**src/hw/rtl/lsf_pkg.sv**
```systemverilog
// ----------------------------------------------------------------------------
// lsf_pkg
// Shared types and constants of the 3x3 Laplacian sharpening filter.
// ----------------------------------------------------------------------------
package lsf_pkg;

    localparam int PIX_W        = 8;
    localparam int CFG_WIDTH_W  = 12;
    localparam int CFG_HEIGHT_W = 13;
    localparam int APB_ADDR_W   = 4;
    localparam int APB_DATA_W   = 32;

    // register index, taken from paddr[3:2]
    localparam logic [1:0] REG_FRAME_WIDTH  = 2'd0;
    localparam logic [1:0] REG_FRAME_HEIGHT = 2'd1;
    localparam logic [1:0] REG_EIGHT_NB     = 2'd2;

    localparam logic [CFG_WIDTH_W-1:0]  RST_FRAME_WIDTH  = 12'd640;
    localparam logic [CFG_HEIGHT_W-1:0] RST_FRAME_HEIGHT = 13'd480;

    localparam logic CMD_PIXEL = 1'b0;
    localparam logic CMD_DRAIN = 1'b1;

    // output queue
    localparam int OFIFO_DEPTH = 4;
    localparam int OFIFO_PTR_W = 2;
    localparam int OFIFO_CNT_W = 3;

    // where the result value of a transaction comes from
    typedef enum logic [2:0] {
        KIND_LAST_UP,
        KIND_PASS,
        KIND_SHARP,
        KIND_DRAIN_UP,
        KIND_DRAIN_MID
    } t_kind;

    // decoded transaction, sequencer to datapath
    typedef struct packed {
        logic             valid;
        logic             shift;
        logic             result;
        logic             last;
        logic             at_wlast;
        t_kind            kind;
        logic [PIX_W-1:0] pixel;
    } t_issue;

    typedef struct packed {
        logic [PIX_W-1:0] pixel;
        logic             last;
    } t_result;

    // results in flight, datapath to top
    typedef struct packed {
        logic s1_res;
        logic s2_res;
    } t_pipe_stat;

endpackage

```
**src/hw/rtl/lsf_ofifo.sv**
```systemverilog
// ----------------------------------------------------------------------------
// lsf_ofifo
// Small output queue that decouples the pipeline from the receiver's stall.
// ----------------------------------------------------------------------------
module lsf_ofifo (
    input  logic                            i_clk,
    input  logic                            i_rst_n,
    input  logic                            i_push,
    input  lsf_pkg::t_result                i_data,
    input  logic                            i_pop,
    output lsf_pkg::t_result                o_data,
    output logic [lsf_pkg::OFIFO_CNT_W-1:0] o_count
);

    import lsf_pkg::*;

    t_result                r_mem [OFIFO_DEPTH];
    logic [OFIFO_PTR_W-1:0] r_wr_ptr, n_wr_ptr;
    logic [OFIFO_PTR_W-1:0] r_rd_ptr, n_rd_ptr;
    logic [OFIFO_CNT_W-1:0] r_count, n_count;

    always_comb begin
        n_wr_ptr = i_push ? r_wr_ptr + OFIFO_PTR_W'(1) : r_wr_ptr;
        n_rd_ptr = i_pop  ? r_rd_ptr + OFIFO_PTR_W'(1) : r_rd_ptr;
        n_count  = r_count;
        if (i_push && !i_pop) begin
            n_count = r_count + OFIFO_CNT_W'(1);
        end else if (!i_push && i_pop) begin
            n_count = r_count - OFIFO_CNT_W'(1);
        end
    end

    always_ff @(posedge i_clk) begin
        if (!i_rst_n) begin
            r_wr_ptr <= '0;
            r_rd_ptr <= '0;
            r_count  <= '0;
        end else begin
            r_wr_ptr <= n_wr_ptr;
            r_rd_ptr <= n_rd_ptr;
            r_count  <= n_count;
        end
    end

    always_ff @(posedge i_clk) begin
        if (i_push) begin
            r_mem[r_wr_ptr] <= i_data;
        end
    end

    assign o_data  = r_mem[r_rd_ptr];
    assign o_count = r_count;

endmodule

```
**config.mk**
```make
export PLATFORM = sky130hd
export DESIGN_NAME = lsf_ofifo
export DESIGN_NICKNAME = d
export VERILOG_FILES = /design/src/hw/rtl/lsf_pkg.sv /design/src/hw/rtl/lsf_ofifo.sv
export SDC_FILE = /design/constraint.sdc
export NUM_CORES = 1
export LEC_CHECK = 0
export BUFFER_PORTS_ARGS = -buffer_cell sky130_fd_sc_hd__buf_2
export CAP_MARGIN = 15
export CORE_MARGIN = 2
export CORE_UTILIZATION = 50
export DETAILED_ROUTE_END_ITERATION = 10
export PLACE_DENSITY = 0.83
export SYNTH_ARGS = -nofsm -noshare
export SYNTH_HDL_FRONTEND = slang
export SYNTH_SLANG_ARGS = --single-unit
export TNS_END_PERCENT = 20
```
**constraint.sdc**
```tcl
create_clock -name i_clk -period 1.37 [get_ports i_clk]
set_input_delay 0.0685 -clock i_clk [delete_from_list [all_inputs] [get_ports i_clk]]
set_output_delay 0.0685 -clock i_clk [all_outputs]
set_load 0.01 [all_outputs]
```
==> flow_metrics.py <==
metrics = {
    "pwr": {
        "powerDensity_nw_per_um2": 1200,
        "finalPower_mw": 2.58,
        "ir_drop_uv": 754,
        "p_leak_nw": 0.806,
    },
    "sta": {
        "hold_violations": 0,
        "slew_headroom_pct": 86.8,
        "rsz0062_at_grt": "yes",
        "finClkSkew_ns": 0.0116,
        "final_max_slew_viol_count": 0,
        "setup-tns-final_ns": -1.72,
        "layout_setup_ws_ns": -0.205,
        "post-route-period-util_pct": 115,
        "worst_pin_slew_ns": 0.197,
        "max_freq_mhz": 635,
        "setup_viol": 10,
        "period_minus_slack_ns": 1.57,
    },
    "global_routing": {
        "grt_pass1_wl_mm": 4.59,
        "grt_pass1_vias": 1014,
        "grt_start_max_net_pins": 14,
        "grt_util_all_layers_pct": 15.9,
        "grt_antenna_before_repair": 0,
        "grt_overflow": 0,
    },
    "critical_path": {
        "cp-end-kind": "primary output",
        "worstPathMaxFanout": 9,
        "worstSetupPathType": "reg2out",
        "required_ns": 1.30,
        "r2r_setup_slack_ns": -0.02,
        "startpoint_type": "flip-flop",
        "arrival_ns": 1.51,
    },
    "yosys": {
        "syn_inst": 88,
        "synthDistinctLibCells": 17,
        "synth_top_area_share_pct": 62.4,
        "yosysWarningCount": 0,
        "syn_area_um2": 1730,
        "yosys-top-cells-area": "edfxtp_1, mux4_2, dfxtp_1, ha_1, and2_1",
        "synth_top_area_cell": "edfxtp_1",
        "ys_seq_elements": 45,
        "postSynthNetCount": 107,
        "syn-mean-instance-area_um2": 19.7,
        "ys_seq_area_share_pct": 72.8,
    },
    "detailed_routing": {
        "wl_per_cell_um": 14.5,
        "drtIter0Drc": 25,
        "wl_mm": 2.65,
        "num_vias": 894,
        "drc": 0,
        "drt_first_pass_iters": 3,
        "post_drt_via_cell_ratio": 4.89,
        "final_antenna_net_count": 0,
    },
    "floorplan": {
        "die-area_um2": 3950,
        "core_area_um2": 3340,
        "initial_core_util_pct": 51.9,
        "die_w_um": 62.9,
        "core.rowCount": 21,
        "die_h_um": 62.9,
        "io_pins": 25,
    },
    "placement": {
        "hpwl_mm": 1.76,
        "place_congestion": 0.677,
        "port-buffer-count": 24,
    },
    "clock_tree": {
        "clk-insertion-delay-late_ns": 0.35,
        "postCtsSetupRepairBufs": 0,
        "clkTransAtPathRegs_ns": 0.11,
        "cts_tree": "yes",
        "cts_sinks": 45,
        "cts_htree_levels": 2,
        "root_buffer": "clkbuf_4",
        "clk_path_buf_depth": 2,
        "cts_buffers": 5,
    },
    "layout": {
        "antenna_cells": 0,
        "nNetsFinal": 155,
        "drive_gt1_share_pct": 37.2,
        "final_util_pct": 64.6,
        "num-fill-cells": 273,
        "area_growth_syn_to_layout_pct": 24.3,
    },
    "outcome": {
        "failed_checks": "negative setup slack",
        "status": "finished, violations left",
    },
    "run": {
        "cap_violations": 0,
    },
    "worst_hold_path": {
        "hold_path.class": "in2reg",
    },
}
[through the flow]
| stage | setup WS (ns) | hold WS (ns) | area (um^2) | cells |
|---|---|---|---|---|
| detailed placement | -0.0998 | 0.287 | 1980 | 165 |
| CTS | -0.236 | 0.134 | 2140 | 183 |
| finish | -0.205 | 0.149 | 2150 | 183 |
| floorplan | 0.00714 | 0.167 | 1740 | 88 |
| global placement | -0.0284 | 0.277 | 1980 | 165 |
| global route | -0.277 | 0.161 | 2150 | 183 |
[flip-flops by register name, indices dropped and copies added (netlist names), named ones only]
signal,count
r_mem,36
r_wr_ptr,2
r_rd_ptr,2
o_count,3
[Yosys cell counts]
| master | number |
|---|---|
| mux4_2 | 9 |
| and2_1 | 9 |
| dfxtp_1 | 9 |
| buf_6 | 1 |
| edfxtp_1 | 36 |
| xor2_1 | 3 |
| nor2b_1 | 2 |
| nand2_1 | 1 |
| mux2i_1 | 2 |
| xnor2_1 | 2 |
| a21boi_1 | 1 |
| ha_1 | 5 |
| inv_1 | 4 |
| fa_1 | 1 |
| o21ai_0 | 1 |
| clkbuf_2 | 1 |
| or3_1 | 1 |
[placed cells by master, fill, tap and decap left out, drive strengths merged, types with 3 or more instances in the layout]
cell type / Yosys / routed
ha: 5 / 5
dlygate4sd3: 0 / 10
buf: 1 / 33
edfxtp: 36 / 36
inv: 4 / 4
clkbuf: 1 / 7
mux4: 9 / 9
and2: 9 / 9
xor2: 3 / 3
dfxtp: 9 / 9
[worst max-delay path: stages, from the launching register on]
cell	delay, ns
dfxtp_2	0.36
buf_12	0.14
mux4_2	0.52
buf_6	0.14
[power breakdown]
group	switching, mW	internal [mW]
logic	0.182	0.234
registers	0.0382	1.56
clock network	0.367	0.200
total	0.588	2.00
[logic make-up after synthesis]
group,Yosys count,synth area share [%]
flip-flops,45,72.8
AND/OR/NAND/NOR,13,4.55
multiplexers,11,12.9
buffers and inverters,6,1.80
adder cells (fa/ha/maj),6,4.77
XOR/XNOR,5,2.53
AO/OA/AOI/OAI,2,0.722
[final cells by class]
class                   instances  area [um^2]  share of cell area (%)
multi-input cells              37          443                    20.6
repair buffers                 43          325                    15.1
flip-flops and latches         45         1260                    58.7
inverters                       4         15.0                   0.697
well taps                      46         57.6                    2.67
clock inverters                 1         5.00                   0.232
clock buffers                   7         45.0                    2.09
[metal layers]
metal	vias to the layer above	part of all wire [%]	track usage (%)
met5	-	0	0
met2	22	55	28.2
met4	0	1.4	5.83
met1	439	39	16.8
met3	4	4.9	6.49
li1	429	-	-
[timing repair]
action	in CTS	in global routing
pin swaps	1	0
endpoints found under the setup margin	10	10
hold buffers	10	0
endpoints found under the hold margin	37	0
resized for setup	2	3
[final timing paths]
check        depth (start not counted)                      end                     from
max                                  3                o_data[8]                flip-flop
min                                  4                flip-flop                    i_pop
max reg2reg                          4  o_count[2]$_SDFFE_PN0P_  o_count[0]$_SDFFE_PN0P_
min reg2reg                          2  o_count[2]$_SDFFE_PN0P_  o_count[2]$_SDFFE_PN0P_
(Power assumes the default switching activity.)
