File: config.mk
export PLATFORM = sky130hd
export DESIGN_NAME = lsf_seq
export DESIGN_NICKNAME = d
export VERILOG_FILES = /design/src/hw/rtl/lsf_pkg.sv /design/src/hw/rtl/lsf_seq.sv
export SDC_FILE = /design/constraint.sdc
export NUM_CORES = 1
export LEC_CHECK = 0
export BUFFER_PORTS_ARGS = -buffer_cell sky130_fd_sc_hd__clkbuf_2
export CAP_MARGIN = 20
export CORE_ASPECT_RATIO = 0.7
export CORE_MARGIN = 3
export CORE_UTILIZATION = 40
export CTS_CLUSTER_SIZE = 8
export DETAILED_ROUTE_END_ITERATION = 10
export GPL_ROUTABILITY_DRIVEN = 1
export PLACE_DENSITY_LB_ADDON = 0.05
export SKIP_CTS_REPAIR_TIMING = 1
export SLEW_MARGIN = 10
export SYNTH_ARGS = -nofsm -noshare
export SYNTH_HDL_FRONTEND = slang
export SYNTH_SLANG_ARGS = --single-unit
File: constraint.sdc
create_clock -name i_clk -period 2.07 [get_ports i_clk]
set_clock_uncertainty 0.2 [all_clocks]
set_input_delay 0.414 -clock i_clk [delete_from_list [all_inputs] [get_ports i_clk]]
set_output_delay 0.414 -clock i_clk [all_outputs]
set_load 0.01 [all_outputs]
File: src/hw/rtl/lsf_pkg.sv
// ----------------------------------------------------------------------------
// lsf_pkg
// Shared types and constants of the 3x3 Laplacian sharpening filter.
// ----------------------------------------------------------------------------
package lsf_pkg;

    localparam int PIX_W        = 8;
    localparam int CFG_WIDTH_W  = 12;
    localparam int CFG_HEIGHT_W = 13;
    localparam int APB_ADDR_W   = 4;
    localparam int APB_DATA_W   = 32;

    // register index, taken from paddr[3:2]
    localparam logic [1:0] REG_FRAME_WIDTH  = 2'd0;
    localparam logic [1:0] REG_FRAME_HEIGHT = 2'd1;
    localparam logic [1:0] REG_EIGHT_NB     = 2'd2;

    localparam logic [CFG_WIDTH_W-1:0]  RST_FRAME_WIDTH  = 12'd640;
    localparam logic [CFG_HEIGHT_W-1:0] RST_FRAME_HEIGHT = 13'd480;

    localparam logic CMD_PIXEL = 1'b0;
    localparam logic CMD_DRAIN = 1'b1;

    // output queue
    localparam int OFIFO_DEPTH = 4;
    localparam int OFIFO_PTR_W = 2;
    localparam int OFIFO_CNT_W = 3;

    // where the result value of a transaction comes from
    typedef enum logic [2:0] {
        KIND_LAST_UP,
        KIND_PASS,
        KIND_SHARP,
        KIND_DRAIN_UP,
        KIND_DRAIN_MID
    } t_kind;

    // decoded transaction, sequencer to datapath
    typedef struct packed {
        logic             valid;
        logic             shift;
        logic             result;
        logic             last;
        logic             at_wlast;
        t_kind            kind;
        logic [PIX_W-1:0] pixel;
    } t_issue;

    typedef struct packed {
        logic [PIX_W-1:0] pixel;
        logic             last;
    } t_result;

    // results in flight, datapath to top
    typedef struct packed {
        logic s1_res;
        logic s2_res;
    } t_pipe_stat;

endpackage

File: src/hw/rtl/lsf_seq.sv
// ----------------------------------------------------------------------------
// lsf_seq
// Input and output position counters; decodes each accepted transaction.
// ----------------------------------------------------------------------------
module lsf_seq #(
    parameter int AW = 11,
    parameter int RW = 12
) (
    input  logic                      i_clk,
    input  logic                      i_rst_n,
    input  logic                      i_accept,
    input  logic                      i_cmd,
    input  logic [lsf_pkg::PIX_W-1:0] i_pixel,
    input  logic [AW-1:0]             i_w_last,
    input  logic [RW-1:0]             i_h_last,
    input  logic                      i_restart,
    output lsf_pkg::t_issue           o_issue,
    output logic [AW-1:0]             o_rd_addr
);

    import lsf_pkg::*;

    logic [AW-1:0] r_ic, n_ic;
    logic [RW-1:0] r_ir, n_ir;
    logic [AW-1:0] r_oc, n_oc;
    logic [RW-1:0] r_or, n_or;
    logic          r_in_done, n_in_done;

    logic is_pix;
    logic is_drn;
    logic col_last;
    logic row_last;
    logic ocol_last;
    logic orow_last;
    logic row_ge2;
    logic produced;

    always_comb begin
        is_pix    = i_accept && (i_cmd == CMD_PIXEL) && !r_in_done;
        is_drn    = i_accept && (i_cmd == CMD_DRAIN) && r_in_done;
        col_last  = (r_ic == i_w_last);
        row_last  = (r_ir == i_h_last);
        ocol_last = (r_oc == i_w_last);
        orow_last = (r_or == i_h_last);
        row_ge2   = |r_ir[RW-1:1];
        produced  = row_ge2 || (r_ir[0] && (r_ic != '0));
    end

    always_comb begin
        n_ic      = r_ic;
        n_ir      = r_ir;
        n_oc      = r_oc;
        n_or      = r_or;
        n_in_done = r_in_done;
        o_issue   = '0;
        o_issue.kind  = KIND_PASS;
        o_issue.pixel = i_pixel;
        o_rd_addr = r_ic;

        if (is_pix) begin
            o_issue.valid    = 1'b1;
            o_issue.shift    = 1'b1;
            o_issue.result   = produced;
            o_issue.at_wlast = col_last;
            if (r_ic == '0) begin
                o_issue.kind = KIND_LAST_UP;
            end else if (!row_ge2 || (r_ic == AW'(1))) begin
                o_issue.kind = KIND_PASS;
            end else begin
                o_issue.kind = KIND_SHARP;
            end

            if (col_last) begin
                n_ic = '0;
                if (row_last) begin
                    n_in_done = 1'b1;
                end else begin
                    n_ir = r_ir + RW'(1);
                end
            end else begin
                n_ic = r_ic + AW'(1);
            end

            if (produced) begin
                if (ocol_last) begin
                    n_oc = '0;
                    n_or = r_or + RW'(1);
                end else begin
                    n_oc = r_oc + AW'(1);
                end
            end
        end else if (is_drn) begin
            o_rd_addr      = r_oc;
            o_issue.valid  = 1'b1;
            o_issue.result = 1'b1;
            o_issue.kind   = orow_last ? KIND_DRAIN_MID : KIND_DRAIN_UP;
            o_issue.last   = orow_last && ocol_last;
            if (orow_last && ocol_last) begin
                // frame complete: start over
                n_ic      = '0;
                n_ir      = '0;
                n_oc      = '0;
                n_or      = '0;
                n_in_done = 1'b0;
            end else if (ocol_last) begin
                n_oc = '0;
                n_or = r_or + RW'(1);
            end else begin
                n_oc = r_oc + AW'(1);
            end
        end

        if (i_restart) begin
            n_ic      = '0;
            n_ir      = '0;
            n_oc      = '0;
            n_or      = '0;
            n_in_done = 1'b0;
        end
    end

    always_ff @(posedge i_clk) begin
        if (!i_rst_n) begin
            r_ic      <= '0;
            r_ir      <= '0;
            r_oc      <= '0;
            r_or      <= '0;
            r_in_done <= 1'b0;
        end else begin
            r_ic      <= n_ic;
            r_ir      <= n_ir;
            r_oc      <= n_oc;
            r_or      <= n_or;
            r_in_done <= n_in_done;
        end
    end

endmodule

==> results.sh <==
export IMPL_status="finished with violations"
export IMPL_violations="negative setup slack"
export IMPL_worstSkewPairLatency_ps=290
export IMPL_synth_fa_ha_area_frac=0.0232
export IMPL_period_needed_ps=2500
export IMPL_fin_cells=653
export IMPL_ios=63
export IMPL_start_kind="flop"
export IMPL_p_switching_mw=0.470
export IMPL_fin_setup_tns_ps=-7400
export IMPL_cts_root_buf="clkbuf_16"
export IMPL_async_flop_share=0
export IMPL_initial_core_util=0.426
export IMPL_syn_cell_area_sq_um=3230
export IMPL_syn_avg_cell_area_sq_um=7.94
export IMPL_synth_net_count=449
export IMPL_rows=26
export IMPL_pwr_share_clk=0.429
export IMPL_cell_internal_pwr_mw=1.54
export IMPL_drt_total_wl_um=11300
export IMPL_synth_area_leaders="dfxtp_1 (29%), xnor2_1 (11%), nand2_1 (6.5%)"
export IMPL_die_area_sq_um=9210
export IMPL_ys_flop_type="dfxtp_1"
export IMPL_yosys_mux_area_fraction=0.00968
export IMPL_ys_ff_latch=47
export IMPL_place_inst=629
export IMPL_slew_viol_final=0
export IMPL_leakagePower_nw=2.30
export IMPL_cts_made_buffers=5
export IMPL_chipWidth_um=113
export IMPL_drtIter0Drc=209
export IMPL_power_frac_seq=0.448
export IMPL_critPathCaptureType="output port"
export IMPL_final_cell_mix="buf_4 (97), nand2_1 (48), clkbuf_2 (34), dfxtp_1 (30), xnor2_1 (28)"
export IMPL_pwr_density_cell_nw_per_um2=387
export IMPL_overflow=0
export IMPL_grt_start_max_net_pins=19
export IMPL_layout_commonest_cell="buf_4"
export IMPL_dpl_hpwl_um=8130
export IMPL_synth_xor_area_frac=0.157
export IMPL_drc_errors=0
export IMPL_synthSimpleGateAreaFrac=0.300
export IMPL_yosysTopAreaCell="dfxtp_1"
export IMPL_nNetsFinal=596
export IMPL_n_antenna_cell=0
export IMPL_synth_compound_area_share=0.155
export IMPL_core_sq_um=7580
export IMPL_hold_viol=0
export IMPL_die_h_um=81.2
export IMPL_htreeDepth=2
export IMPL_cts_tree="built"
export IMPL_grt_pass1_vias=3103
export IMPL_crit_type="flop to output port"
export IMPL_via_count=3545
export IMPL_hp_class="flop to flop"
export IMPL_cp_required_ps=1460
export IMPL_synth_cell_type_count=55
export IMPL_track_usage=0.217
export IMPL_clockBufferDepth=2
export IMPL_ant_nets=0
export IMPL_switching_share=0.234
export IMPL_crit_fanout=3
export IMPL_fin_ws_ps=-426
export IMPL_area_growth_pct=60.7
export IMPL_ys_seq_area_frac=0.291
export IMPL_synth_top_area_frac=0.291
export IMPL_ir_drop_mv=0.288
export IMPL_synthCells=407
export IMPL_numClockSinks=47
export IMPL_tightest_slew_ps=373
export IMPL_layout_drive_gt1_share=0.514
export IMPL_post_route_period_util=1.21
export IMPL_drt_pass1_iterations=5
export IMPL_synth_top_family_by_area="simple AND/OR/NAND/NOR gates"
export IMPL_path_clk_slew_ps=60
export IMPL_relSlewSlack=0.751
export IMPL_yosys_warnings=0
export IMPL_antenna_found_initial=0
export IMPL_combPwrFrac=0.123
export IMPL_post_drt_wl_per_cell_um=17.3
export IMPL_viasPerCell=5.43
export IMPL_arrival_ps=1880
export IMPL_setup_viol=46
export IMPL_rsz0062_at_grt="true"
export IMPL_grt_pass1_wl_um=15700
export IMPL_place_congestion=0.915
export IMPL_synth_edff_count=0
export IMPL_port_buffers=46
export IMPL_fmax_ghz=0.401
export IMPL_cap_violations=0
## routing by layer
metal | GRT usage | part of all wire | routed length, um | vias up
li1 | - | - | - | 1732
met3 | 0.0544 | 0.086 | 972 | 15
met5 | 0 | 0 | 0 | -
met4 | 0.0396 | 0.0088 | 99 | 0
met2 | 0.304 | 0.42 | 4770 | 117
met1 | 0.333 | 0.48 | 5440 | 1681
## Yosys cell counts, drive strengths merged (9+ instances only)
cell    count
xor2       18
buf        21
nor2       27
o31ai      12
nor3       12
a21oi      18
and3       10
clkbuf     10
nor4        9
nand4      13
xnor2      40
a21o       10
nand3      23
nand2      56
dfxtp      47
o21ai      15
## cells by family (layout without fill, tap and decap cells)
group | count (synthesis) | after routing
XOR/XNOR | 58 | 58
buffers and inverters | 38 | 185
AND/OR/NAND/NOR | 182 | 183
AO/OA/AOI/OAI | 73 | 73
multiplexers | 3 | 3
adder cells (fa/ha/maj) | 6 | 6
flip-flops | 47 | 47
## worst paths after layout
kind	from	endpoint	slack (ps)	cells past startpoint
worst max-delay path	r_ic[7]$_SDFFE_PP0P_	o_issue[8]	-430	8
worst min-delay path	r_or[10]$_SDFFE_PP0P_	r_or[10]$_SDFFE_PP0P_	320	2
worst min register to register	r_or[10]$_SDFFE_PP0P_	r_or[10]$_SDFFE_PP0P_	320	2
worst max register to register	r_in_done$_SDFFE_PP0P_	r_or[3]$_SDFFE_PP0P_	-260	8
## state kept, by name, summed over array words and instances, names as in the netlist
signal	cells
r_in_done	1
r_or	12
r_ir	12
r_ic	11
r_oc	11
## power groups by stage
| stage | combinational [mW] | clock [mW] | sequential (mW) |
|---|---|---|---|
| floorplan | 0.103 | 0 | 0.926 |
| global placement | 0.198 | 0 | 0.926 |
| detailed placement | 0.201 | 0 | 0.926 |
| CTS | 0.202 | 0.876 | 0.905 |
| global route | 0.264 | 0.922 | 0.898 |
| finish | 0.248 | 0.861 | 0.899 |
## cell type report
| cell class | instances | area [sq um] |
|---|---|---|
| inverter | 7 | 32.5 |
| timing repair buffer | 170 | 1340 |
| sequential | 47 | 975 |
| clock buffer | 8 | 156 |
| multi-input combinational | 323 | 2560 |
| tap | 98 | 123 |
| fill | 605 | 2390 |
## critical path: stages, from the launching register on
cell and delay, ps:
dfxtp_2 320, nor4_2 260, buf_4 190, nand2_4 50, nor3_4 200, a32oi_1 80
a21o_1 200, a21oi_2 140, buf_2 150
## metrics by stage
stage                     power (mW)   util  worst slack [ps]  hold WS [ps]  cell area (sq um)
final                           2.01  0.685              -426           315               5190
after global routing            2.08  0.685              -526           343               5190
after CTS                       1.98  0.585              -510           340               4430
after detailed placement        1.13  0.564              -312           327               4280
after global placement          1.12  0.564              -269           323               4280
after floorplan                 1.03      -             -17.2           266               3270
Power figures use the tool's default switching activity.
