$ cat config.mk
export PLATFORM = sky130hd
export DESIGN_NAME = lsf_kernel
export DESIGN_NICKNAME = d
export VERILOG_FILES = /design/src/hw/rtl/lsf_pkg.sv /design/src/hw/rtl/lsf_kernel.sv
export SDC_FILE = /design/constraint.sdc
export NUM_CORES = 1
export LEC_CHECK = 0
export BUFFER_PORTS_ARGS = -buffer_cell sky130_fd_sc_hd__clkbuf_2
export CAP_MARGIN = 30
export CORE_ASPECT_RATIO = 2
export CORE_MARGIN = 1.5
export CORE_UTILIZATION = 25
export DETAILED_ROUTE_END_ITERATION = 16
export HOLD_SLACK_MARGIN = 0.1
export SLEW_MARGIN = 30
export SYNTH_ARGS = -nofsm -noshare
export SYNTH_HDL_FRONTEND = slang
export SYNTH_SLANG_ARGS = --single-unit
export TNS_END_PERCENT = 5
$ cat constraint.sdc
create_clock -name i_clk -period 9.38 [get_ports i_clk]
set_input_delay 0.469 -clock i_clk [delete_from_list [all_inputs] [get_ports i_clk]]
set_output_delay 0.469 -clock i_clk [all_outputs]
set_load 0.01 [all_outputs]
$ cat src/hw/rtl/lsf_pkg.sv
// ----------------------------------------------------------------------------
// lsf_pkg
// Shared types and constants of the 3x3 Laplacian sharpening filter.
// ----------------------------------------------------------------------------
package lsf_pkg;

    localparam int PIX_W        = 8;
    localparam int CFG_WIDTH_W  = 12;
    localparam int CFG_HEIGHT_W = 13;
    localparam int APB_ADDR_W   = 4;
    localparam int APB_DATA_W   = 32;

    // register index, taken from paddr[3:2]
    localparam logic [1:0] REG_FRAME_WIDTH  = 2'd0;
    localparam logic [1:0] REG_FRAME_HEIGHT = 2'd1;
    localparam logic [1:0] REG_EIGHT_NB     = 2'd2;

    localparam logic [CFG_WIDTH_W-1:0]  RST_FRAME_WIDTH  = 12'd640;
    localparam logic [CFG_HEIGHT_W-1:0] RST_FRAME_HEIGHT = 13'd480;

    localparam logic CMD_PIXEL = 1'b0;
    localparam logic CMD_DRAIN = 1'b1;

    // output queue
    localparam int OFIFO_DEPTH = 4;
    localparam int OFIFO_PTR_W = 2;
    localparam int OFIFO_CNT_W = 3;

    // where the result value of a transaction comes from
    typedef enum logic [2:0] {
        KIND_LAST_UP,
        KIND_PASS,
        KIND_SHARP,
        KIND_DRAIN_UP,
        KIND_DRAIN_MID
    } t_kind;

    // decoded transaction, sequencer to datapath
    typedef struct packed {
        logic             valid;
        logic             shift;
        logic             result;
        logic             last;
        logic             at_wlast;
        t_kind            kind;
        logic [PIX_W-1:0] pixel;
    } t_issue;

    typedef struct packed {
        logic [PIX_W-1:0] pixel;
        logic             last;
    } t_result;

    // results in flight, datapath to top
    typedef struct packed {
        logic s1_res;
        logic s2_res;
    } t_pipe_stat;

endpackage

$ cat src/hw/rtl/lsf_kernel.sv
// ----------------------------------------------------------------------------
// lsf_kernel
// Line buffer read-modify-write, 3x3 window and Laplacian sharpening.
// Stage 1 takes the line buffer data, writes back and shifts the window;
// stage 2 evaluates the kernel and hands the result to the output queue.
// ----------------------------------------------------------------------------
module lsf_kernel #(
    parameter int AW = 11
) (
    input  logic                      i_clk,
    input  logic                      i_rst_n,
    input  lsf_pkg::t_issue           i_issue,
    input  logic [AW-1:0]             i_rd_addr,
    input  logic                      i_eight_nb,
    input  logic [lsf_pkg::PIX_W-1:0] i_top_rd,
    input  logic [lsf_pkg::PIX_W-1:0] i_mid_rd,
    output logic                      o_we,
    output logic [AW-1:0]             o_waddr,
    output logic [lsf_pkg::PIX_W-1:0] o_up_wdata,
    output logic [lsf_pkg::PIX_W-1:0] o_mid_wdata,
    output logic                      o_push,
    output lsf_pkg::t_result          o_push_data,
    output lsf_pkg::t_pipe_stat       o_stat
);

    import lsf_pkg::*;

    localparam int SUM_W   = PIX_W + 3;
    localparam int ACC_W   = PIX_W + 5;
    localparam int K_FOUR  = 4;
    localparam int K_EIGHT = 8;

    // stage 1
    t_issue           r_s1, n_s1;
    logic [AW-1:0]    r_s1_addr;
    logic             r_fwd, n_fwd;
    logic [PIX_W-1:0] r_fwd_top;
    logic [PIX_W-1:0] r_fwd_mid;
    logic [PIX_W-1:0] r_last_up;
    logic [PIX_W-1:0] r_win [3][3];

    // stage 2
    logic             r_s2_valid, n_s2_valid;
    logic             r_s2_last;
    t_kind            r_s2_kind;
    logic [PIX_W-1:0] r_s2_direct;

    logic [PIX_W-1:0] top_eff;
    logic [PIX_W-1:0] mid_eff;
    logic [PIX_W-1:0] direct;
    logic [PIX_W-1:0] centre;
    logic [SUM_W-1:0] sum4;
    logic [SUM_W-1:0] sum8;
    logic [ACC_W-1:0] acc;
    logic [PIX_W-1:0] sharp;
    logic [PIX_W-1:0] value;

    // ---- stage 1: read-modify-write of the line buffers ----
    always_comb begin
        top_eff     = r_fwd ? r_fwd_top : i_top_rd;
        mid_eff     = r_fwd ? r_fwd_mid : i_mid_rd;
        o_we        = r_s1.valid && r_s1.shift;
        o_waddr     = r_s1_addr;
        o_up_wdata  = mid_eff;
        o_mid_wdata = r_s1.pixel;
        // the read issued now sees the old entry if stage 1 writes it this cycle
        n_fwd       = i_issue.valid && o_we && (i_rd_addr == r_s1_addr);
        n_s1        = i_issue;
        n_s2_valid  = r_s1.valid && r_s1.result;

        case (r_s1.kind)
            KIND_LAST_UP:   direct = r_last_up;
            KIND_DRAIN_UP:  direct = top_eff;
            KIND_DRAIN_MID: direct = mid_eff;
            default:        direct = mid_eff;
        endcase
    end

    always_ff @(posedge i_clk) begin
        if (!i_rst_n) begin
            r_s1       <= '0;
            r_fwd      <= 1'b0;
            r_s2_valid <= 1'b0;
        end else begin
            r_s1       <= n_s1;
            r_fwd      <= n_fwd;
            r_s2_valid <= n_s2_valid;
        end
    end

    always_ff @(posedge i_clk) begin
        r_s1_addr   <= i_rd_addr;
        r_fwd_top   <= mid_eff;
        r_fwd_mid   <= r_s1.pixel;
        r_s2_last   <= r_s1.last;
        r_s2_kind   <= r_s1.kind;
        r_s2_direct <= direct;
        if (o_we && r_s1.at_wlast) begin
            r_last_up <= mid_eff;
        end
        if (o_we) begin
            for (int r = 0; r < 3; r++) begin
                r_win[r][0] <= r_win[r][1];
                r_win[r][1] <= r_win[r][2];
            end
            r_win[0][2] <= top_eff;
            r_win[1][2] <= mid_eff;
            r_win[2][2] <= r_s1.pixel;
        end
    end

    // ---- stage 2: kernel on the window ----
    always_comb begin
        centre = r_win[1][1];
        sum4 = SUM_W'(r_win[0][1]) + SUM_W'(r_win[2][1]) +
               SUM_W'(r_win[1][0]) + SUM_W'(r_win[1][2]);
        sum8 = sum4 + SUM_W'(r_win[0][0]) + SUM_W'(r_win[0][2]) +
               SUM_W'(r_win[2][0]) + SUM_W'(r_win[2][2]);
        if (i_eight_nb) begin
            acc = ACC_W'(centre) + ACC_W'(centre) * ACC_W'(K_EIGHT) - ACC_W'(sum8);
        end else begin
            acc = ACC_W'(centre) + ACC_W'(centre) * ACC_W'(K_FOUR) - ACC_W'(sum4);
        end
        // clamp: sign bit set -> 0, anything above 8 bits -> 255
        if (acc[ACC_W-1]) begin
            sharp = '0;
        end else if (|acc[ACC_W-2:PIX_W]) begin
            sharp = '1;
        end else begin
            sharp = acc[PIX_W-1:0];
        end

        case (r_s2_kind)
            KIND_PASS:  value = centre;
            KIND_SHARP: value = sharp;
            default:    value = r_s2_direct;
        endcase

        o_push            = r_s2_valid;
        o_push_data.pixel = value;
        o_push_data.last  = r_s2_last;
        o_stat.s1_res     = r_s1.valid && r_s1.result;
        o_stat.s2_res     = r_s2_valid;
    end

endmodule

==> results of run 1 <==
## Yosys cell counts (2+ instances only)
cell	n
clkbuf_1	5
mux2_2	16
xor2_1	9
nand4_1	5
nor3_1	3
and3_2	2
o21ai_1	2
xnor2_1	26
mux2i_1	2
dfxtp_1	57
buf_1	2
nand2_1	18
o21bai_1	3
ha_1	52
o21ai_0	17
buf_4	11
nand2b_1	2
and2_1	18
nor2_1	27
nor3b_1	2
fa_1	54
inv_1	83
a2bb2oi_1	8
or3_1	2
and3_1	4
nor2b_1	13
a21boi_0	2
nand3_1	6
o22ai_1	9
or2_2	2
a31oi_1	6
a21o_1	6
edfxtp_1	80
a211oi_1	9
clkbuf_8	2
o211ai_1	2
a21oi_1	36
## critical path: cells and delay by family (launching register included)
| family | cells | cell delay (ps) |
|---|---|---|
| simple gates | 4 | 630 |
| xor+xnor | 1 | 240 |
| flops | 1 | 340 |
| compound gates | 8 | 1810 |
| buf+inv | 7 | 530 |
| fa+ha+maj | 10 | 4570 |
## metal layers
metal	share of wire [%]	GRT usage (%)
met4	3.3	6.21
met5	0	0
met1	35	10.1
met3	3.0	1.69
met2	59	21.9
## logic make-up after synthesis
family                     Yosys count
buffers and inverters              104
adders and majority gates          106
AOI/OAI and AO/OA                  115
DFF                                137
and+or+nand+nor                    109
muxes                               18
xor gates and xnor gates            35
## power groups by stage
stage	clock, mW	combinational (mW)	sequential, mW
2_1_floorplan	0	0.870	0.676
3_3_place_gp	0	1.12	0.679
3_5_place_dp	0	1.14	0.680
4_1_cts	0.755	1.15	0.667
5_1_grt	0.780	1.30	0.669
6_report	0.737	1.17	0.667
## path summary, 6_finish.rpt
kind                          to  slack [ps]          from  depth (start not counted)
setup / recovery  o_push_data[4]         390   r_win[0][9]                         30
hold / removal        o_waddr[5]         180  i_rd_addr[5]                          1
setup reg to reg     r_win[0][1]        7620      r_s1[15]                          2
hold reg to reg        r_s2_last         330      r_s1[12]                          0
## placed cells by master, fill, tap and decap left out, drive strengths merged, types with 3 or more instances in the layout
cell type,n
nand4,5
mux2,16
inv,90
edfxtp,80
and2,18
o211ai,3
and3,6
o21bai,4
nor2b,13
nor2,27
a21oi,36
nor3,4
nand2,18
a2bb2oi,8
o21ai,20
a21o,7
a211oi,10
dfxtp,57
ha,52
o22ai,9
xor2,9
clkbuf,102
clkinv,3
xnor2,26
a31oi,6
bufinv,5
nand3,6
fa,54
## area by class of cell
class                      count  area, sq um  share of cell area, %
clock inverter                15          234                   2.59
multi-input combinational    383         3620                   40.0
tap                          368          460                   5.09
clock buffer                  17          425                   4.71
timing repair buffer          87          440                   4.87
inverter                      84          317                   3.50
sequential                   137         3540                   39.2
## sequential cells by signal (all words and copies together) (netlist names)
| register | cells |
|---|---|
| r_fwd_mid | 8 |
| o_push | 1 |
| r_win | 72 |
| r_s1 | 8 |
| r_fwd_top | 8 |
| r_last_up | 8 |
| o_waddr | 11 |
| o_mid_wdata | 8 |
| r_s2_last | 1 |
| r_fwd | 1 |
| r_s2_direct | 8 |
| r_s2_kind | 3 |
## timing repair
action | 4_1_cts | 5_1_grt
hold buffers | 0 | 0
endpoints found under the setup margin | 0 | 8
buffers inserted | 0 | 1
gates resized for setup | 0 | 6
## per-stage QoR
step / instances / hold WS [ps]
6_report: 1091 / 177
5_1_grt: 1091 / 160
4_1_cts: 1090 / 155
3_5_place_dp: 1058 / 319
3_3_place_gp: 1058 / 313
2_1_floorplan: 624 / 310
==> results.md, run 1 <==
- Run status: finished, final reports clean
- Worst slew pin tran: ~910 ps
- Slowest CP cell: fa_1
- Critical path type: flip-flop to output pin
- Main flop type after synthesis: edfxtp_1
- Total Neg Setup Slack: 0 ps
- Via/cell ratio: 4.35
- Final Power: approximately 2.6 mW
- Core region area: ~30,000 sq um
- LEAKAGE: 3.77 nW
- Flops & latches, synth: ~140
- Mux cell area share after synthesis: between 2 and 3%
- Seq/Total Area, Yosys: around 47%
- Antenna viol nets, final: 0
- Slowest Stage Delay on Critical Path: 530 ps
- Setup repair after global routing missed its margin: false
- Clock Sink Count: between 100 and 150
- Max cap viols: 0
- Drt first pass iters: 4
- Placement Rows: 90
- Largest net degree at the start of global routing: between 40 and 50
- Util after Layout: 30.1%
- Synth Area in Adders: 22.8%
- Fmax: roughly 110 MHz
- Slew margin rel.: roughly 39%
- Startpoint Class: flip-flop
- Synth Area per Inst: approximately 12 sq um
- Final wirelength: approximately 17,000 um
- Cell variety after synth: 58
- Fin worst setup slack: just under 400 ps
- First-pass GRT wire length: between 20,000 and 30,000 um
- IO Port Bufs: 85
- Power per cell area: 285 nW/um^2
- Synthesized net count: between 700 and 800
- Antenna violations before repair: 0
- Ant diodes: 0
- Synth Warn #: 0
- Top post-synthesis cells by area: edfxtp_1, dfxtp_1, fa_1, ha_1, inv_1
- Sequential power share: approximately 26%
- Sw frac: 36.6%
- CP endpoint kind: output pin
- Avg WL per Cell: ~15 um
- Clock power share: between 20 and 30%
- IO Pins: 86
- Cell Int Power: between 1.5 and 2 mW
- Critical Path AT: roughly 8500 ps
- Worst path required time: ~8900 ps
- CTS tree: yes
- Area leader, netlist: edfxtp_1
- H-Tree Depth: 4
- Peak VDD IR: between 0.15 and 0.2 mV
- Tcrit/Tclk final: 95.8%
- Root buffer cell: clkbuf_16
- Fillers: ~3,000
- Clk_skew: between 8 and 9 ps
- DP Worst Slack: between 500 and 600 ps
- Post-synthesis compound-gate area fraction: 10.3%
- Net load switching power: 0.942 mW
- Fin crit period: between 8000 and 9000 ps
- Largest family of logic cells by synthesized area: adder cells
- Gpl congestion: slightly below 0.8
- Gr usage total: between 10% and 20%
- Most used cell, CP: fa_1
- CTS buffer count: 17
- CTS Buffer Depth: 2
- DR DRC count: 0
- Fraction of registers with async set or reset after synthesis: 0%
- Hold Fails Final Rpt: 0
- Die H: roughly 250 um
- Clk slew on worst S/H paths: 60 ps
- Share of layout cells above drive strength 1: between 20% and 30%
- Largest fanout on the critical path: 8
- Fin. max-slew vios: 0
- Synth Area in Simple Gates: 7.59%
- Min-Delay Path Class: primary input to flip-flop
- Synth Cell Area: ~7600 sq um
- Fin area: about 9000 sq um
- Vias in the first global route: around 5,100
- Dpl cell area: 8360 sq um
- Initial Util: 25.3%
- Clock latency on the worst-skew pair: roughly 420 ps
- Xor/xnor share of the synthesized area: under 10%
- Number of flops mapped to enable cells by yosys: 80
- DRT iter0 DRCs: approximately 230
- Layout area overhead: 19.0%
- Top-area cell type share of the netlist area: a little under a third
- Post-Syn Instances: 624
- Total gr overflow: 0
- Final nets: approximately 860
- Post-DP HPWL: 13,500 um
- # setup viols final: 0
- Die area: between 30,000 and 40,000 sq um
- Comb pwr share: a little under half
- Die Width: 126 um
- Routed vias: approximately 4,800
Note: power is estimated with default switching activity, not from simulation.
==> run 2: changes to the inputs <==
Settings changed: SETUP_SLACK_MARGIN set to 0.5.
==> run 2 against run 1 <==
Effect of this change: die area unchanged; routed wire length increased by 0.85%; hold slack about the same.
==> results.md, run 2 (synthesis results as in run 1) <==
- Fin. max-slew vios: 0 (unchanged)
- Clk slew on worst S/H paths: 60 ps (about the same)
- Die area: 31,500 sq um (unchanged)
- Antenna viol nets, final: 0 (unchanged)
- Antenna violations before repair: 0 (unchanged)
- Hold buffer count at CTS: 0 (unchanged)
- Initial Util: 25.3% (unchanged)
- H-Tree Depth: 4 (unchanged)
- DRT iter0 DRCs: 222 (-4.3%)
- Critical path type: flip-flop to output pin
- Slew margin rel.: 38.6% (-0.49 points)
- Largest fanout on the critical path: 8 (unchanged)
- Clk_skew: 8.19 ps (+0.0560 ps)
- # setup viols final: 0 (unchanged)
- CTS buffer count: 17 (unchanged)
- Core region area: 30,100 sq um (unchanged)
- Share of layout cells above drive strength 1: 25.0% (+3.4 points)
- Clock latency on the worst-skew pair: 420 ps (about the same)
- Slowest Stage Delay on Critical Path: 540 ps (about the same)
- Peak VDD IR: 0.159 mV (about the same)
- Final Power: 2.75 mW (+6.8%)
- CP endpoint kind: output pin
- Clock Sink Count: 137 (unchanged)
- Largest net degree at the start of global routing: 47 (unchanged)
- Root buffer cell: clkbuf_16
- Ant diodes: 0 (unchanged)
- Register area: 3540 sq um (unchanged)
- GRT met2 Usage: 21.9% (-0.031 points)
- Placement Rows: 90 (unchanged)
- Slowest CP cell: fa_2
- IO Pins: 86 (unchanged)
- DP Worst Slack: 578 ps (unchanged)
- Avg WL per Cell: 15.2 um (+0.30%)
- Final nets: 868 (+0.70%)
- Run status: finished, final reports clean
- Gpl congestion: 0.791 (unchanged)
- DR DRC count: 0 (unchanged)
- Layout area overhead: 21.5%
- Drt first pass iters: 4 (unchanged)
- Max cap viols: 0 (unchanged)
- Worst path required time: 8910 ps (about the same)
- Final wirelength: 16,700 um (+0.85%)
- Die H: 250 um (unchanged)
- IO Port Bufs: 85 (unchanged)
- Min-Delay Path Class: primary input to flip-flop
- Post-DP HPWL: 13,500 um (unchanged)
- Fmax: 116 MHz (+4.5%)
- Vias in the first global route: 5,161 (+0.94%)
- Commonest non-fill, non-tap cell in the layout: clkbuf_2
- Busiest grt layer: met2
- Worst slew pin tran: 920 ps (+7.32 ps)
- Die Width: 126 um (unchanged)
- Most frequent cells in the layout: clkbuf_2, inv_1, edfxtp_1
- Util after Layout: 30.7% (+0.63 points)
- First-pass GRT wire length: 26,000 um (+0.64%)
- R2R Setup Slk: 7620 ps (about the same)
- Fin worst setup slack: 779 ps (+388 ps)
- Area of the multi-input gates: 3750 sq um (+3.7%)
- CTS Buffer Depth: 2 (unchanged)
- Fillers: 2,981 (-0.30%)
- Power per cell area: 298 nW/um^2 (+4.6%)
- Gr usage total: 11.0% (+0.054 points)
- Critical Path AT: 8130 ps (-390 ps)
- Total Neg Setup Slack: 0 ps (unchanged)
- Startpoint Class: flip-flop
- Tcrit/Tclk final: 91.7% (-4.1 points)
- GRT met3 Usage: 1.74% (+0.043 points)
- Max reg flops: 72 (unchanged)
- LEAKAGE: 3.81 nW (+1.1%)
- Routed vias: 4,782 (+0.67%)
- GR Util met1: 10.1% (+0.055 points)
- CTS tree: yes
- Fin crit period: 8600 ps (-388 ps)
- Total gr overflow: 0 (unchanged)
- Min-Delay Path Depth: 1 (unchanged)
- Via/cell ratio: 4.36 (+0.12%)
- Hold Fails Final Rpt: 0 (unchanged)
- Top reg by flops: r_win
- Setup repair after global routing missed its margin: false
- R2R depth: 3 (+1)
[run 2: changes by cell type in the layout (fill, tap and decap cells not counted), sizes merged]
cell    delta
buf        +7
clkbuf     -1
[run 2: through the flow]
stage	hold WS, ps	cells	instance area (sq um)
after CTS	155	1091	9070
after global placement	313	1058	8360
final	177	1097	9230
after global routing	160	1097	9230
after floorplan	310	624	7600
after detailed placement	319	1058	8360
[run 2: worst paths after layout]
path / to / from
max reg2reg: r_s2_direct[0] / r_fwd
min reg2reg: r_s2_last / r_s1[12]
min: o_waddr[9] / i_rd_addr[9]
max: o_push_data[2] / r_win[0][9]
[run 2: area by class of cell]
cell class	count	area share (%)
clock buffers	17	4.61
clock inverters	15	2.54
inverters	84	3.43
multi-input cells	383	40.6
flip-flops and latches	137	38.4
well taps	368	4.99
repair buffers	93	5.40
[run 2: report_power, final]
group	leakage (nW)	switching (mW)	internal, mW	total (mW)
Sequential	1.18	0.0129	0.654	0.667
Clock	0.320	0.259	0.478	0.736
Combinational	2.32	0.746	0.601	1.35
Total	3.81	1.02	1.73	2.75
[run 2: metal layers]
layer | up-vias | part of all wire [%]
met3 | 27 | 2.7
met4 | 0 | 3.5
met2 | 109 | 59
met5 | - | 0
met1 | 2313 | 35
li1 | 2333 | -
[run 2: critical path: cells and delay by family, from the launching register on]
family | cells | cell delay (ps)
adder cells (fa/ha/maj) | 10 | 4390
AO/OA/AOI/OAI | 8 | 1660
buffers and inverters | 8 | 680
AND/OR/NAND/NOR | 3 | 360
flip-flops | 1 | 350
XOR/XNOR | 2 | 270
[run 2: repair_timing]
action / in CTS / in global routing
resized for setup: 9 / 25
endpoints found under the setup margin: 8 / 8
setup buffers: 1 / 6
endpoints found under the hold margin: 0 / 0
pin swaps: 4 / 15
gates cloned: 0 / 0
==> run 3: changes to the inputs <==
Settings changed: CORE_ASPECT_RATIO 2 to 1.25.
==> run 3 against run 2 <==
Effect of this change: via count fell by 1.7%; highest routed layer unchanged; setup slack improved by 58 ps; hold slack improved by 7.5 ps; critical endpoint is now o_push_data[6]; routed wire length fell by 5.2%.
==> results.md, run 3 (synthesis results as in run 1) <==
- Critical path type: flip-flop to output pin
- CP endpoint kind: output pin
- Total Neg Setup Slack: 0 ps (unchanged)
- CP Capture Point: o_push_data[6]
- Fin crit period: 8540 ps (-58.1 ps)
- Die H: 198 um (-21%)
- CTS Buffer Depth: 2 (unchanged)
- Startpoint Class: flip-flop
- Clock latency on the worst-skew pair: 410 ps (about the same)
- Gpl congestion: 0.775 (-2.1%)
- Min-Delay Path Class: primary input to flip-flop
- Die area: 31,400 sq um (-0.18%)
- # setup viols final: 0 (unchanged)
- Setup repair after global routing missed its margin: false
- Fin. max-slew vios: 0 (unchanged)
- WHS: 185 ps (+7.47 ps)
- R2R Setup Slk: 7620 ps (about the same)
- Clk_skew: 9.17 ps (+0.976 ps)
- Initial Util: 25.3% (+0.034 points)
- Peak VDD IR: 0.136 mV (-14%)
- Avg WL per Cell: 13.9 um (-8.2%)
- Via/cell ratio: 4.15 (-4.7%)
- CP Depth: 30 (-3.2%)
- WP buf/inv: 7 (-1)
- Hold Fails Final Rpt: 0 (unchanged)
- Critical Path AT: 8070 ps (-60 ps)
- Worst slew pin tran: 805 ps (-115 ps)
- CP startpoint: r_win[0][9]
- LEAKAGE: 3.80 nW (-0.33%)
- Max cap viols: 0 (unchanged)
- Total gr overflow: 0 (unchanged)
- Largest fanout on the critical path: 6 (-2)
- Top reg by flops: r_win
- Gr usage total: 10.3% (-0.67 points)
- Clock Sink Count: 137 (unchanged)
- Power per cell area: 285 nW/um^2 (-4.4%)
- Root buffer cell: clkbuf_16
- Fin worst setup slack: 837 ps (+58.1 ps)
- Fillers: 3,124 (+4.8%)
- Post-DP HPWL: 12,400 um (-8.5%)
- Antenna viol nets, final: 0 (unchanged)
- Final nets: 870 (+0.23%)
- CTS tree: yes
- H-Tree Depth: 4 (unchanged)
- DRT iter0 DRCs: 205 (-7.7%)
- Final wirelength: 15,800 um (-5.2%)
- Hold buffer count at CTS: 0 (unchanged)
- Placement Rows: 71 (-21%)
- Run status: finished, final reports clean
- Max reg flops: 72 (unchanged)
- Slowest CP cell: fa_2
- Core region area: 30,000 sq um (-0.13%)
- Slowest Stage Delay on Critical Path: 560 ps (+20 ps)
- Largest net degree at the start of global routing: 45 (-4.3%)
- Clk slew on worst S/H paths: 60 ps (about the same)
- Vias in the first global route: 4,916 (-4.7%)
- Cell family with most CP delay: adder cells
- IO Pins: 86 (unchanged)
- Most frequent cells in the layout: clkbuf_2, inv_1, edfxtp_1
- Layout area overhead: 20.8%
- R2R depth: 2 (-1)
- Commonest non-fill, non-tap cell in the layout: clkbuf_2
- Fmax: 117 MHz (+0.68%)
- Slew margin rel.: 45.0% (+6.3 points)
- IO Port Bufs: 85 (unchanged)
- Reg2reg start: r_s1[15]
- DP Worst Slack: 662 ps (+84.7 ps)
- Crit Reg-Reg Endpoint: r_win[0][16]
- Util after Layout: 30.6% (-0.12 points)
- First-pass GRT wire length: 25,200 um (-3.3%)
- DR DRC count: 0 (unchanged)
- Worst path required time: 8910 ps (about the same)
- CTS buffer count: 17 (unchanged)
- Ant diodes: 0 (unchanged)
- Antenna violations before repair: 0 (unchanged)
- Tcrit/Tclk final: 91.1% (-0.62 points)
- Die Width: 159 um (+26%)
- Share of layout cells above drive strength 1: 24.1% (-0.89 points)
- Drt first pass iters: 4 (unchanged)
- Routed vias: 4,703 (-1.7%)
[run 3: changes by cell type in the layout (fill, tap and decap cells not counted), moves of 2 or more]
| cell | previous run | this run |
|---|---|---|
| clkbuf_8 | 0 | 2 |
| bufinv_16 | 5 | 1 |
| inv_6 | 7 | 1 |
| nor2_2 | 2 | 0 |
| nor2_1 | 25 | 27 |
| clkinv_2 | 1 | 4 |
| buf_4 | 7 | 9 |
| a21boi_1 | 0 | 2 |
| clkbuf_16 | 17 | 20 |
| a21boi_2 | 2 | 0 |
| clkbuf_1 | 0 | 2 |
[run 3: timing repair]
item | in CTS | in global routing
gates resized for setup | 1 | 24
setup endpoints to repair | 8 | 8
pin swaps | 1 | 10
setup buffers | 5 | 3
[run 3: worst reg2reg max path, delay by kind of cell, from the launching register on]
| kind | cells | cell delay, ps |
|---|---|---|
| buf+inv | 1 | 550 |
| simple gates | 1 | 440 |
| flops | 1 | 380 |
[run 3: power by group]
group          leakage [nW]  switching (mW)  internal, mW
clock network         0.306           0.245         0.428
logic                  2.32           0.680         0.595
registers              1.18          0.0133         0.654
[run 3: worst min-delay path by stage]
| stage | startpoint | end | slack, ps | cells after the start |
|---|---|---|---|---|
| final | i_rd_addr[10] | o_waddr[10] | 180 | 1 |
| after detailed placement | r_s1[12] | r_s2_last | 320 | 0 |
| after global placement | r_s1[12] | r_s2_last | 310 | 0 |
| after CTS | i_rd_addr[10] | o_waddr[10] | 170 | 1 |
| after floorplan | r_s1[12] | r_s2_last | 310 | 0 |
| after global routing | i_rd_addr[9] | o_waddr[9] | 170 | 1 |
[run 3: metrics by stage]
stage | instance area [sq um] | cells | power (mW)
6_report | 9180 | 1132 | 2.62
3_5_place_dp | 8400 | 1092 | 1.79
2_1_floorplan | 7600 | 624 | 1.55
3_3_place_gp | 8400 | 1092 | 1.77
5_1_grt | 9180 | 1132 | 2.81
4_1_cts | 9060 | 1129 | 2.49
[run 3: layer usage]
metal | global-route usage (%) | part of all wire, % | routed length, um
met5 | 0 | 0 | 0
met4 | 4.16 | 1.3 | 205
met3 | 1.42 | 2.8 | 438
met2 | 18.0 | 50 | 7920
met1 | 12.8 | 46 | 7220
[run 3: area by class of cell]
class	count	area (sq um)	share of cell area (%)
flip-flops and latches	137	3540	38.6
well taps	401	502	5.47
repair buffers	95	504	5.49
clock buffers	24	536	5.83
clock inverters	8	80.1	0.872
multi-input cells	383	3700	40.3
inverters	84	317	3.45
